File: src/rtl/sgpw_pkg.sv
// Shared types and constants for the seven-segment glyph pixel writer.
// Holds request, dot and configuration structs plus the digit segment table.
// No dependencies.
`default_nettype none

package sgpw_pkg;

    localparam int SEG_W  = 4;   // segment length register width
    localparam int RADD_W = 5;   // row offset within a glyph, up to twice a segment
    localparam int ABS_W  = 14;  // origin + panning offset + glyph offset

    localparam logic [6:0] GLYPH_DASH  = 7'd100;
    localparam logic [6:0] GLYPH_COLON = 7'd101;

    // segment bits: top, middle, bottom, upper-left, upper-right, lower-left, lower-right
    localparam logic [6:0] SEG_MID = 7'b000_0010;

    localparam logic [6:0] DIGIT_SEGS [10] = '{
        7'd125, 7'd40, 7'd55, 7'd87, 7'd90, 7'd79, 7'd111, 7'd89, 7'd127, 7'd95
    };

    typedef enum logic [2:0] {
        CFG_SEG_WIDTH   = 3'd0,
        CFG_SEG_HEIGHT  = 3'd1,
        CFG_X_OFFSET    = 3'd2,
        CFG_Y_OFFSET    = 3'd3,
        CFG_BYTES_PIXEL = 3'd4,
        CFG_LINE_STRIDE = 3'd5
    } cfg_index_t;

    typedef struct packed {
        logic [11:0] origin_x;
        logic [11:0] origin_y;
        logic [6:0]  glyph_code;
        logic [7:0]  in_red;
        logic [7:0]  in_green;
        logic [7:0]  in_blue;
        logic [7:0]  in_alpha;
    } req_t;

    typedef struct packed {
        logic [31:0] pixel_address;
        logic [31:0] pixel_word;
        logic        last_dot;
    } dot_t;

    typedef struct packed {
        logic [11:0] x_offset;
        logic [11:0] y_offset;
        logic [2:0]  bytes_per_pixel;
        logic [15:0] line_stride;
    } addr_cfg_t;

    // one dot position relative to the glyph origin
    typedef struct packed {
        logic [SEG_W-1:0]  col_add;
        logic [RADD_W-1:0] row_add;
        logic              last;
    } dot_cmd_t;

    function automatic logic [6:0] seg_mask(input logic [6:0] code);
        logic [6:0] r;
        r = '0;
        case (code) inside
            [7'd0:7'd9]: r = DIGIT_SEGS[code[3:0]];
            GLYPH_DASH:  r = SEG_MID;
            default:     r = '0;
        endcase
        return r;
    endfunction

endpackage

`default_nettype wire

File: src/rtl/sgpw_seq.sv
// Dot sequencer: walks the lit segments of one glyph, one dot per advance.
// Depends on sgpw_pkg for the segment table and the dot command struct.
`default_nettype none

module sgpw_seq (
    input  wire logic                      clk,
    input  wire logic                      rst_n,
    input  wire logic                      start,
    input  wire logic [6:0]                code,
    input  wire logic [sgpw_pkg::SEG_W-1:0] seg_w,
    input  wire logic [sgpw_pkg::SEG_W-1:0] seg_h,
    input  wire logic                      adv,
    output logic                           busy,
    output sgpw_pkg::dot_cmd_t             cmd
);

    typedef enum logic [3:0] {
        ST_IDLE  = 4'b0001,
        ST_HORZ  = 4'b0010,
        ST_VERT  = 4'b0100,
        ST_COLON = 4'b1000
    } seq_state_t;

    localparam logic [3:0] COLON_MASK = 4'b0011;

    seq_state_t                 state_reg, state_next;
    logic [sgpw_pkg::SEG_W-1:0] i_reg, i_next;
    logic [1:0]                 sub_reg, sub_next;
    logic [2:0]                 hmask_reg, hmask_next;
    logic [3:0]                 vmask_reg, vmask_next;

    logic [3:0]                 m_cur;
    logic [sgpw_pkg::SEG_W-1:0] lim;
    logic [sgpw_pkg::SEG_W-1:0] i_inc;
    logic [2:0]                 nxt;
    logic [6:0]                 smask;
    logic                       more_i;
    logic                       to_vert;

    // lowest set bit of m at or above index from; msb flags a hit
    function automatic logic [2:0] pick_bit(input logic [3:0] m, input logic [2:0] from);
        logic [2:0] r;
        r = '0;
        for (int k = 3; k >= 0; k--)
        begin
            if (m[k] && (3'(k) >= from))
            begin
                r = {1'b1, 2'(k)};
            end
        end
        return r;
    endfunction

    // index of the lowest set bit of m
    function automatic logic [1:0] first_bit(input logic [3:0] m);
        logic [1:0] r;
        r = '0;
        for (int k = 3; k >= 0; k--)
        begin
            if (m[k])
            begin
                r = 2'(k);
            end
        end
        return r;
    endfunction

    always_comb
    begin
        case (state_reg)
            ST_HORZ:  m_cur = {1'b0, hmask_reg};
            ST_VERT:  m_cur = vmask_reg;
            ST_COLON: m_cur = COLON_MASK;
            default:  m_cur = '0;
        endcase
        case (state_reg)
            ST_HORZ:  lim = seg_w;
            ST_VERT:  lim = seg_h;
            ST_COLON: lim = seg_h >> 1;
            default:  lim = '0;
        endcase
    end

    assign i_inc   = i_reg + 1'b1;
    assign nxt     = pick_bit(m_cur, {1'b0, sub_reg} + 3'd1);
    assign more_i  = (i_inc < lim);
    assign to_vert = (state_reg == ST_HORZ) && (vmask_reg != '0) && (seg_h != '0);
    assign smask   = sgpw_pkg::seg_mask(code);
    assign busy    = (state_reg != ST_IDLE);

    always_comb
    begin
        state_next = state_reg;
        i_next     = i_reg;
        sub_next   = sub_reg;
        hmask_next = hmask_reg;
        vmask_next = vmask_reg;
        if (state_reg == ST_IDLE)
        begin
            if (start)
            begin
                hmask_next = smask[2:0];
                vmask_next = smask[6:3];
                if (code == sgpw_pkg::GLYPH_COLON)
                begin
                    if ((seg_h >> 2) < (seg_h >> 1))
                    begin
                        state_next = ST_COLON;
                        i_next     = seg_h >> 2;
                        sub_next   = '0;
                    end
                end
                else if ((smask[2:0] != '0) && (seg_w != '0))
                begin
                    state_next = ST_HORZ;
                    i_next     = '0;
                    sub_next   = first_bit({1'b0, smask[2:0]});
                end
                else if ((smask[6:3] != '0) && (seg_h != '0))
                begin
                    state_next = ST_VERT;
                    i_next     = '0;
                    sub_next   = first_bit(smask[6:3]);
                end
            end
        end
        else if (adv)
        begin
            if (nxt[2])
            begin
                sub_next = nxt[1:0];
            end
            else if (more_i)
            begin
                i_next   = i_inc;
                sub_next = first_bit(m_cur);
            end
            else if (to_vert)
            begin
                state_next = ST_VERT;
                i_next     = '0;
                sub_next   = first_bit(vmask_reg);
            end
            else
            begin
                state_next = ST_IDLE;
            end
        end
    end

    // dot position for the current step
    always_comb
    begin
        cmd.last = !nxt[2] && !more_i && !to_vert;
        case (state_reg)
            ST_HORZ:
            begin
                cmd.col_add = i_reg;
                case (sub_reg)
                    2'd0:    cmd.row_add = '0;
                    2'd1:    cmd.row_add = {1'b0, seg_h};
                    default: cmd.row_add = {seg_h, 1'b0};
                endcase
            end
            ST_VERT:
            begin
                cmd.col_add = sub_reg[0] ? seg_w : '0;
                cmd.row_add = sub_reg[1] ? ({1'b0, seg_h} + {1'b0, i_reg}) : {1'b0, i_reg};
            end
            ST_COLON:
            begin
                cmd.col_add = seg_w >> 1;
                cmd.row_add = sub_reg[0] ? ({1'b0, seg_h} + {1'b0, i_reg}) : {1'b0, i_reg};
            end
            default:
            begin
                cmd.col_add = '0;
                cmd.row_add = '0;
            end
        endcase
    end

    always_ff @(posedge clk or negedge rst_n)
    begin
        if (!rst_n)
        begin
            state_reg <= ST_IDLE;
            i_reg     <= '0;
            sub_reg   <= '0;
            hmask_reg <= '0;
            vmask_reg <= '0;
        end
        else
        begin
            state_reg <= state_next;
            i_reg     <= i_next;
            sub_reg   <= sub_next;
            hmask_reg <= hmask_next;
            vmask_reg <= vmask_next;
        end
    end

`ifndef SYNTHESIS
    a_last_ends_glyph: assert property (@(posedge clk) disable iff (!rst_n)
        (busy && adv && cmd.last) |=> (state_reg == ST_IDLE))
        else $error("sequencer still busy after last dot");

    a_hold_on_stall: assert property (@(posedge clk) disable iff (!rst_n)
        (busy && !adv) |=> ($stable(i_reg) && $stable(sub_reg) && $stable(state_reg)))
        else $error("sequencer moved without an advance");

    a_horz_lit: assert property (@(posedge clk) disable iff (!rst_n)
        (state_reg == ST_HORZ) |-> ((sub_reg != 2'd3) && hmask_reg[sub_reg]))
        else $error("horizontal step on an unlit segment");

    a_vert_lit: assert property (@(posedge clk) disable iff (!rst_n)
        (state_reg == ST_VERT) |-> vmask_reg[sub_reg])
        else $error("vertical step on an unlit segment");
`endif

endmodule

`default_nettype wire

File: src/rtl/sgpw_addr.sv
// Shared address unit: turns a dot position into a framebuffer byte address
// with two multiplies and an add, and holds the finished dot in the output register.
// Depends on sgpw_pkg for the dot, command and configuration structs.
`default_nettype none

module sgpw_addr (
    input  wire logic                clk,
    input  wire logic                rst_n,
    input  wire logic                adv,
    input  wire sgpw_pkg::dot_cmd_t  cmd,
    input  wire logic [11:0]         origin_x,
    input  wire logic [11:0]         origin_y,
    input  wire logic [31:0]         word,
    input  wire sgpw_pkg::addr_cfg_t cfg,
    input  wire logic                out_stall,
    output logic                     out_valid,
    output sgpw_pkg::dot_t           out_dot
);

    logic [sgpw_pkg::ABS_W-1:0] col_abs;
    logic [sgpw_pkg::ABS_W-1:0] row_abs;
    logic [31:0]                col_term;
    logic [31:0]                row_term;
    logic                       valid_reg;
    sgpw_pkg::dot_t             dot_reg;

    assign col_abs  = sgpw_pkg::ABS_W'(origin_x) + sgpw_pkg::ABS_W'(cmd.col_add)
                    + sgpw_pkg::ABS_W'(cfg.x_offset);
    assign row_abs  = sgpw_pkg::ABS_W'(origin_y) + sgpw_pkg::ABS_W'(cmd.row_add)
                    + sgpw_pkg::ABS_W'(cfg.y_offset);
    assign col_term = 32'(col_abs) * 32'(cfg.bytes_per_pixel);
    assign row_term = 32'(row_abs) * 32'(cfg.line_stride);

    always_ff @(posedge clk or negedge rst_n)
    begin
        if (!rst_n)
        begin
            valid_reg <= 1'b0;
        end
        else if (adv)
        begin
            valid_reg <= 1'b1;
        end
        else if (!out_stall)
        begin
            valid_reg <= 1'b0;
        end
    end

    always_ff @(posedge clk)
    begin
        if (adv)
        begin
            dot_reg.pixel_address <= col_term + row_term;
            dot_reg.pixel_word    <= word;
            dot_reg.last_dot      <= cmd.last;
        end
    end

    assign out_valid = valid_reg;
    assign out_dot   = dot_reg;

endmodule

`default_nettype wire

File: src/rtl/segment_glyph_pixel_writer_top.sv
// Top level of the seven-segment glyph pixel writer: configuration registers,
// request register, dot sequencer and address unit.
// Depends on sgpw_pkg, sgpw_seq and sgpw_addr.
`default_nettype none

// A glyph request (origin, code, RGBA color) becomes one framebuffer write per
// lit dot, red in the lowest byte of pixel_word. The sequencer walks the
// segments and feeds the single address multiply-add unit, which fills the
// output register with one dot per clock while dot_stall is low. A glyph gives
// one write per lit dot, up to 3 * segment width + 4 * segment height dots
// (56 at the default of 8); codes that draw nothing are accepted and give none.
// req_stall stays high while the dots of a glyph are being generated; the next
// request is taken once the last dot sits in the output register. Segment
// lengths above MAX_SEGMENT_LEN are treated as MAX_SEGMENT_LEN.
module segment_glyph_pixel_writer_top #(
    parameter int MAX_SEGMENT_LEN = 8
) (
    input  wire logic           clk,
    input  wire logic           rst_n,
    input  wire logic           req_valid,
    output logic                req_stall,
    input  wire sgpw_pkg::req_t req_data,
    output logic                dot_valid,
    input  wire logic           dot_stall,
    output sgpw_pkg::dot_t      dot_data,
    input  wire logic           cfg_we,
    input  wire logic [2:0]     cfg_index,
    input  wire logic [15:0]    cfg_data
);

    logic [sgpw_pkg::SEG_W-1:0] seg_width_reg;
    logic [sgpw_pkg::SEG_W-1:0] seg_height_reg;
    sgpw_pkg::addr_cfg_t        acfg_reg;
    sgpw_pkg::req_t             req_reg;

    logic [sgpw_pkg::SEG_W-1:0] seg_w;
    logic [sgpw_pkg::SEG_W-1:0] seg_h;
    logic                       start;
    logic                       busy;
    logic                       adv;
    sgpw_pkg::dot_cmd_t         cmd;

    always_ff @(posedge clk or negedge rst_n)
    begin
        if (!rst_n)
        begin
            seg_width_reg            <= 4'd8;
            seg_height_reg           <= 4'd8;
            acfg_reg.x_offset        <= '0;
            acfg_reg.y_offset        <= '0;
            acfg_reg.bytes_per_pixel <= 3'd4;
            acfg_reg.line_stride     <= 16'd4096;
        end
        else if (cfg_we)
        begin
            case (sgpw_pkg::cfg_index_t'(cfg_index))
                sgpw_pkg::CFG_SEG_WIDTH:   seg_width_reg            <= cfg_data[3:0];
                sgpw_pkg::CFG_SEG_HEIGHT:  seg_height_reg           <= cfg_data[3:0];
                sgpw_pkg::CFG_X_OFFSET:    acfg_reg.x_offset        <= cfg_data[11:0];
                sgpw_pkg::CFG_Y_OFFSET:    acfg_reg.y_offset        <= cfg_data[11:0];
                sgpw_pkg::CFG_BYTES_PIXEL: acfg_reg.bytes_per_pixel <= cfg_data[2:0];
                sgpw_pkg::CFG_LINE_STRIDE: acfg_reg.line_stride     <= cfg_data;
                default:                   ;
            endcase
        end
    end

    // saturate segment lengths
    assign seg_w = (seg_width_reg > sgpw_pkg::SEG_W'(MAX_SEGMENT_LEN))
                 ? sgpw_pkg::SEG_W'(MAX_SEGMENT_LEN) : seg_width_reg;
    assign seg_h = (seg_height_reg > sgpw_pkg::SEG_W'(MAX_SEGMENT_LEN))
                 ? sgpw_pkg::SEG_W'(MAX_SEGMENT_LEN) : seg_height_reg;

    assign req_stall = busy;
    assign start     = req_valid && !busy;
    assign adv       = busy && (!dot_valid || !dot_stall);

    // hold the request for the whole glyph
    always_ff @(posedge clk)
    begin
        if (start)
        begin
            req_reg <= req_data;
        end
    end

    sgpw_seq u_seq (
        .clk   (clk),
        .rst_n (rst_n),
        .start (start),
        .code  (req_data.glyph_code),
        .seg_w (seg_w),
        .seg_h (seg_h),
        .adv   (adv),
        .busy  (busy),
        .cmd   (cmd)
    );

    sgpw_addr u_addr (
        .clk       (clk),
        .rst_n     (rst_n),
        .adv       (adv),
        .cmd       (cmd),
        .origin_x  (req_reg.origin_x),
        .origin_y  (req_reg.origin_y),
        .word      ({req_reg.in_alpha, req_reg.in_blue, req_reg.in_green, req_reg.in_red}),
        .cfg       (acfg_reg),
        .out_stall (dot_stall),
        .out_valid (dot_valid),
        .out_dot   (dot_data)
    );

endmodule

`default_nettype wire
File: config.mk
export PLATFORM = sky130hd
export DESIGN_NAME = segment_glyph_pixel_writer_top
export DESIGN_NICKNAME = d
export VERILOG_FILES = /design/src/rtl/sgpw_pkg.sv /design/src/rtl/sgpw_seq.sv /design/src/rtl/sgpw_addr.sv /design/src/rtl/segment_glyph_pixel_writer_top.sv
export SDC_FILE = /design/constraint.sdc
export NUM_CORES = 1
export LEC_CHECK = 0
export ABC_AREA = 1
export ABC_CLOCK_PERIOD_IN_PS = 17100
export BUFFER_PORTS_ARGS = -buffer_cell sky130_fd_sc_hd__buf_4
export CAP_MARGIN = 10
export CORE_UTILIZATION = 40
export CTS_BUF_LIST = sky130_fd_sc_hd__clkbuf_2 sky130_fd_sc_hd__clkbuf_4 sky130_fd_sc_hd__clkbuf_8
export CTS_CLUSTER_SIZE = 12
export DETAILED_ROUTE_END_ITERATION = 8
export GPL_TIMING_DRIVEN = 0
export SLEW_MARGIN = 20
export SYNTH_ARGS = -nofsm -noshare
export SYNTH_HDL_FRONTEND = slang
export SYNTH_HIERARCHICAL = 1
export SYNTH_SLANG_ARGS = --single-unit
export TNS_END_PERCENT = 50
File: constraint.sdc
create_clock -name clk -period 17.1 [get_ports clk]
set_input_delay 0.855 -clock clk [delete_from_list [all_inputs] [get_ports clk]]
set_output_delay 0.855 -clock clk [all_outputs]
set_load 0.05 [all_outputs]
==> metrics.md <==
| Metric | Value |
|---|---|
| Die ar. | 47,910 um^2 |
| Worst endpoint required time | 17.42 ns |
| Number of hold buffers added after cts | 0 |
| Syn Std Cell Area | 18,820 um^2 |
| Syn nets | 2,694 |
| Proportion of layout cells with a drive suffix above 1 | 0.1106 |
| Average wire per standard cell | about 16 um |
| Final worst clock skew | ~0.020 ns |
| Core Rows | 79 |
| Critical Path Max Stage Delay | 0.61 ns |
| EDFF count, synth | 120 |
| First-pass detailed-route iteration total | 5 |
| Flip-flop count of the largest register, all copies and words added | 64 |
| Share of the clock period used by the worst path after layout | 0.5464 |
| Share of flip-flops with an asynchronous set or reset after synthesis | 0.3651 |
| Cell with the biggest individual delay on the critical path | sky130_fd_sc_hd__a21boi_0 |
| Sort of element at the end of the critical path | flop |
| Total number of clock tree sinks | 189 |
| Maximum number of pins on one net before global-route repair | 70 |
| # Post-CTS Setup Buffers | 0 |
| Clock root buffer master | sky130_fd_sc_hd__clkbuf_8 |
| Post-synthesis sequential element count | 189 |
| Setup TNS | 0 ns |
| Most frequently used flop master after synthesis | sky130_fd_sc_hd__edfxtp_1 |
| Remaining max-slew budget at the tightest pin | 0.4068 |
| Remaining DRCs | 0 |
| DP Wirelength | 41,200 um |
| Number of standard cells after synthesis | ~2,200 |
| Overall routing resource usage | 0.2162 |
| Ant. Diodes | 0 |
| H-Tree Depth | 4 |
| Global-route wire length before repair | 79,700 um |
| Number of placed I/O pins | 154 |
| CTS Buffer Depth | 2 |
| Vias in the first global route | about 15,000 |
| Max-capacitance violation count | 0 |
| Layout Nets | approximately 2,900 |
| Critical Path Source Type | flop |
| Hold Vio Cnt, Final | 0 |
| Commonest cells after routing, fill and taps aside | sky130_fd_sc_hd__nand2_1 (644), sky130_fd_sc_hd__inv_1 (472), sky130_fd_sc_hd__fa_1 (220), sky130_fd_sc_hd__nor2_1 (157), sky130_fd_sc_hd__buf_4 (156) |
| DR vias | 14,810 |
| GP Congestion | 0.9192 |
| Final Slew Violations | 0 |
| Share of Yosys cell area claimed by the top area cell type | 0.2341 |
| Number of antenna violations at the first check in global routing | 1 |
| Synthesized area per cell | 8.422 um^2 |
| Post-synthesis sequential area ratio | 0.2836 |
| Most area-consuming cells after synthesis | sky130_fd_sc_hd__fa_1 (23%), sky130_fd_sc_hd__edfxtp_1 (19%), sky130_fd_sc_hd__nand2_1 (13%), sky130_fd_sc_hd__ha_1 (10%), sky130_fd_sc_hd__inv_1 (9.4%) |
| Worst endpoint data arrival time | 9.67 ns |
| CTS buffer count | 17 |
| Maximum clock frequency | 107.0 MHz |
| Count of nets left with antenna violations after detail routing | 0 |
| CTS tree | done |
| Routed via count divided by cell count | 4.888 |
| Crit Path Class | reg2reg |
| RSZ-0062 raised after global routing | false |
| Overall die height | 218.9 um |
| Post-synthesis to final-layout area growth | 13.19% |
| Core Area | ~46,000 um^2 |
| Hold Path Class | in2async |
| Starting density of the core | 0.4050 |
| Commonest non-fill, non-tap cell in the layout | sky130_fd_sc_hd__nand2_1 |
| Final number of setup-violating endpoints | 0 |
| Count of input and output buffers | approximately 150 |
| Post-cts gate resize count | 0 |
| YS warnings | 6 |
| Die width | 218.9 um |
| Worst-path fanout max | 10 |
| Count of different cell masters after synthesis | 47 |
| Overall routed net length | 48,850 um |
| Tightest Pin Transition | 0.8899 ns |
| Final min period | 9.344 ns |
| Clock transition at path regs | 0.12 ns |
| Initial detailed-routing violation count | 1,004 |
| Cell type with the highest aggregate area in the netlist | sky130_fd_sc_hd__fa_1 |
| Result of the run | finished, final reports clean |
| Clk Latency, worst-skew pair | 0.55 ns |
| Residual overflow from global routing | 0 |
-- logic make-up after synthesis --
| group | after synthesis | share of synthesized area |
|---|---|---|
| adders and majority gates | 373 | 0.3358 |
| buffers and inverters | 523 | 0.1077 |
| AOI/OAI and AO/OA | 104 | 0.03325 |
| and+or+nand+nor | 1016 | 0.2256 |
| xor gates and xnor gates | 28 | 0.01383 |
| DFF | 189 | 0.2836 |
| other | 1 | 0.0001993 |
-- cell usage after synthesis (all sizes together), types with 4 or more instances --
cell type    n
a21boi       5
a21o         5
a21oi       37
a31oi        4
buf         14
clkbuf      27
dfrtp       64
dfstp        5
edfxtp     120
fa         220
ha         153
inv        482
nand2      661
nand3      153
nand4       14
nor2       171
nor3         7
o21ai       31
o21bai       5
o221ai       5
o22ai        9
or2          5
xnor2        5
xor2        23
-- final timing paths --
path / from / to / slack, ns / depth (start not counted)
worst max-delay path: seg_height_reg[1] / u_addr/out_dot[63] / 7.76 / 38
worst min-delay path: rst_n / u_addr/out_valid / 0.40 / 1
worst max register to register: seg_height_reg[1] / u_addr/out_dot[63] / 7.76 / 38
worst min register to register: req_reg[0] / u_addr/out_dot[25] / 0.43 / 0
max in group asynchronous: rst_n / u_seq/state_reg[1] / 16.10 / 1
min in group clk: req_reg[0] / u_addr/out_dot[25] / 0.43 / 0
-- area by class of cell --
cell class | count | area, um^2
fill | 4614 | 25160
multi-input combinational | 1522 | 11470
sequential | 189 | 5336
inverter | 482 | 1814
timing repair buffer | 157 | 1271
tap | 607 | 759.5
clock buffer | 18 | 247.7
buffer | 41 | 212.7
clock inverter | 14 | 185.2
-- routing by layer --
| layer | vias up | global-route usage | part of all wire |
|---|---|---|---|
| li1 | 7177 | - | - |
| met1 | 7131 | 0.2729 | 0.44 |
| met2 | 430 | 0.3694 | 0.48 |
| met3 | 70 | 0.04241 | 0.062 |
| met4 | 2 | 0.07176 | 0.024 |
| met5 | - | 0 | 0.00025 |
-- stage by stage --
stage	hold WS (ns)	cells	area, um^2	utilization	worst slack, ns
5_1_grt	0.4324	3030	21300	0.4584	7.179
3_5_place_dp	0.4045	2998	20870	0.4491	7.834
4_1_cts	0.4134	3030	21300	0.4584	7.810
2_1_floorplan	0.4003	2234	18820	-	9.096
6_report	0.3951	3030	21300	0.4584	7.756
3_3_place_gp	0.4012	2993	20720	0.4459	7.509
-- worst max-delay path: cells and delay by family, from the launching register on --
family	cells	cell delay [ns]
adders and majority gates	12	5.11
and+or+nand+nor	13	1.74
AOI/OAI and AO/OA	3	0.99
buffers and inverters	10	0.87
DFF	1	0.41
Power is left out: the tool's default activity adds up to more than one toggle a clock period on the data nets, which glitch-free logic cannot reach.
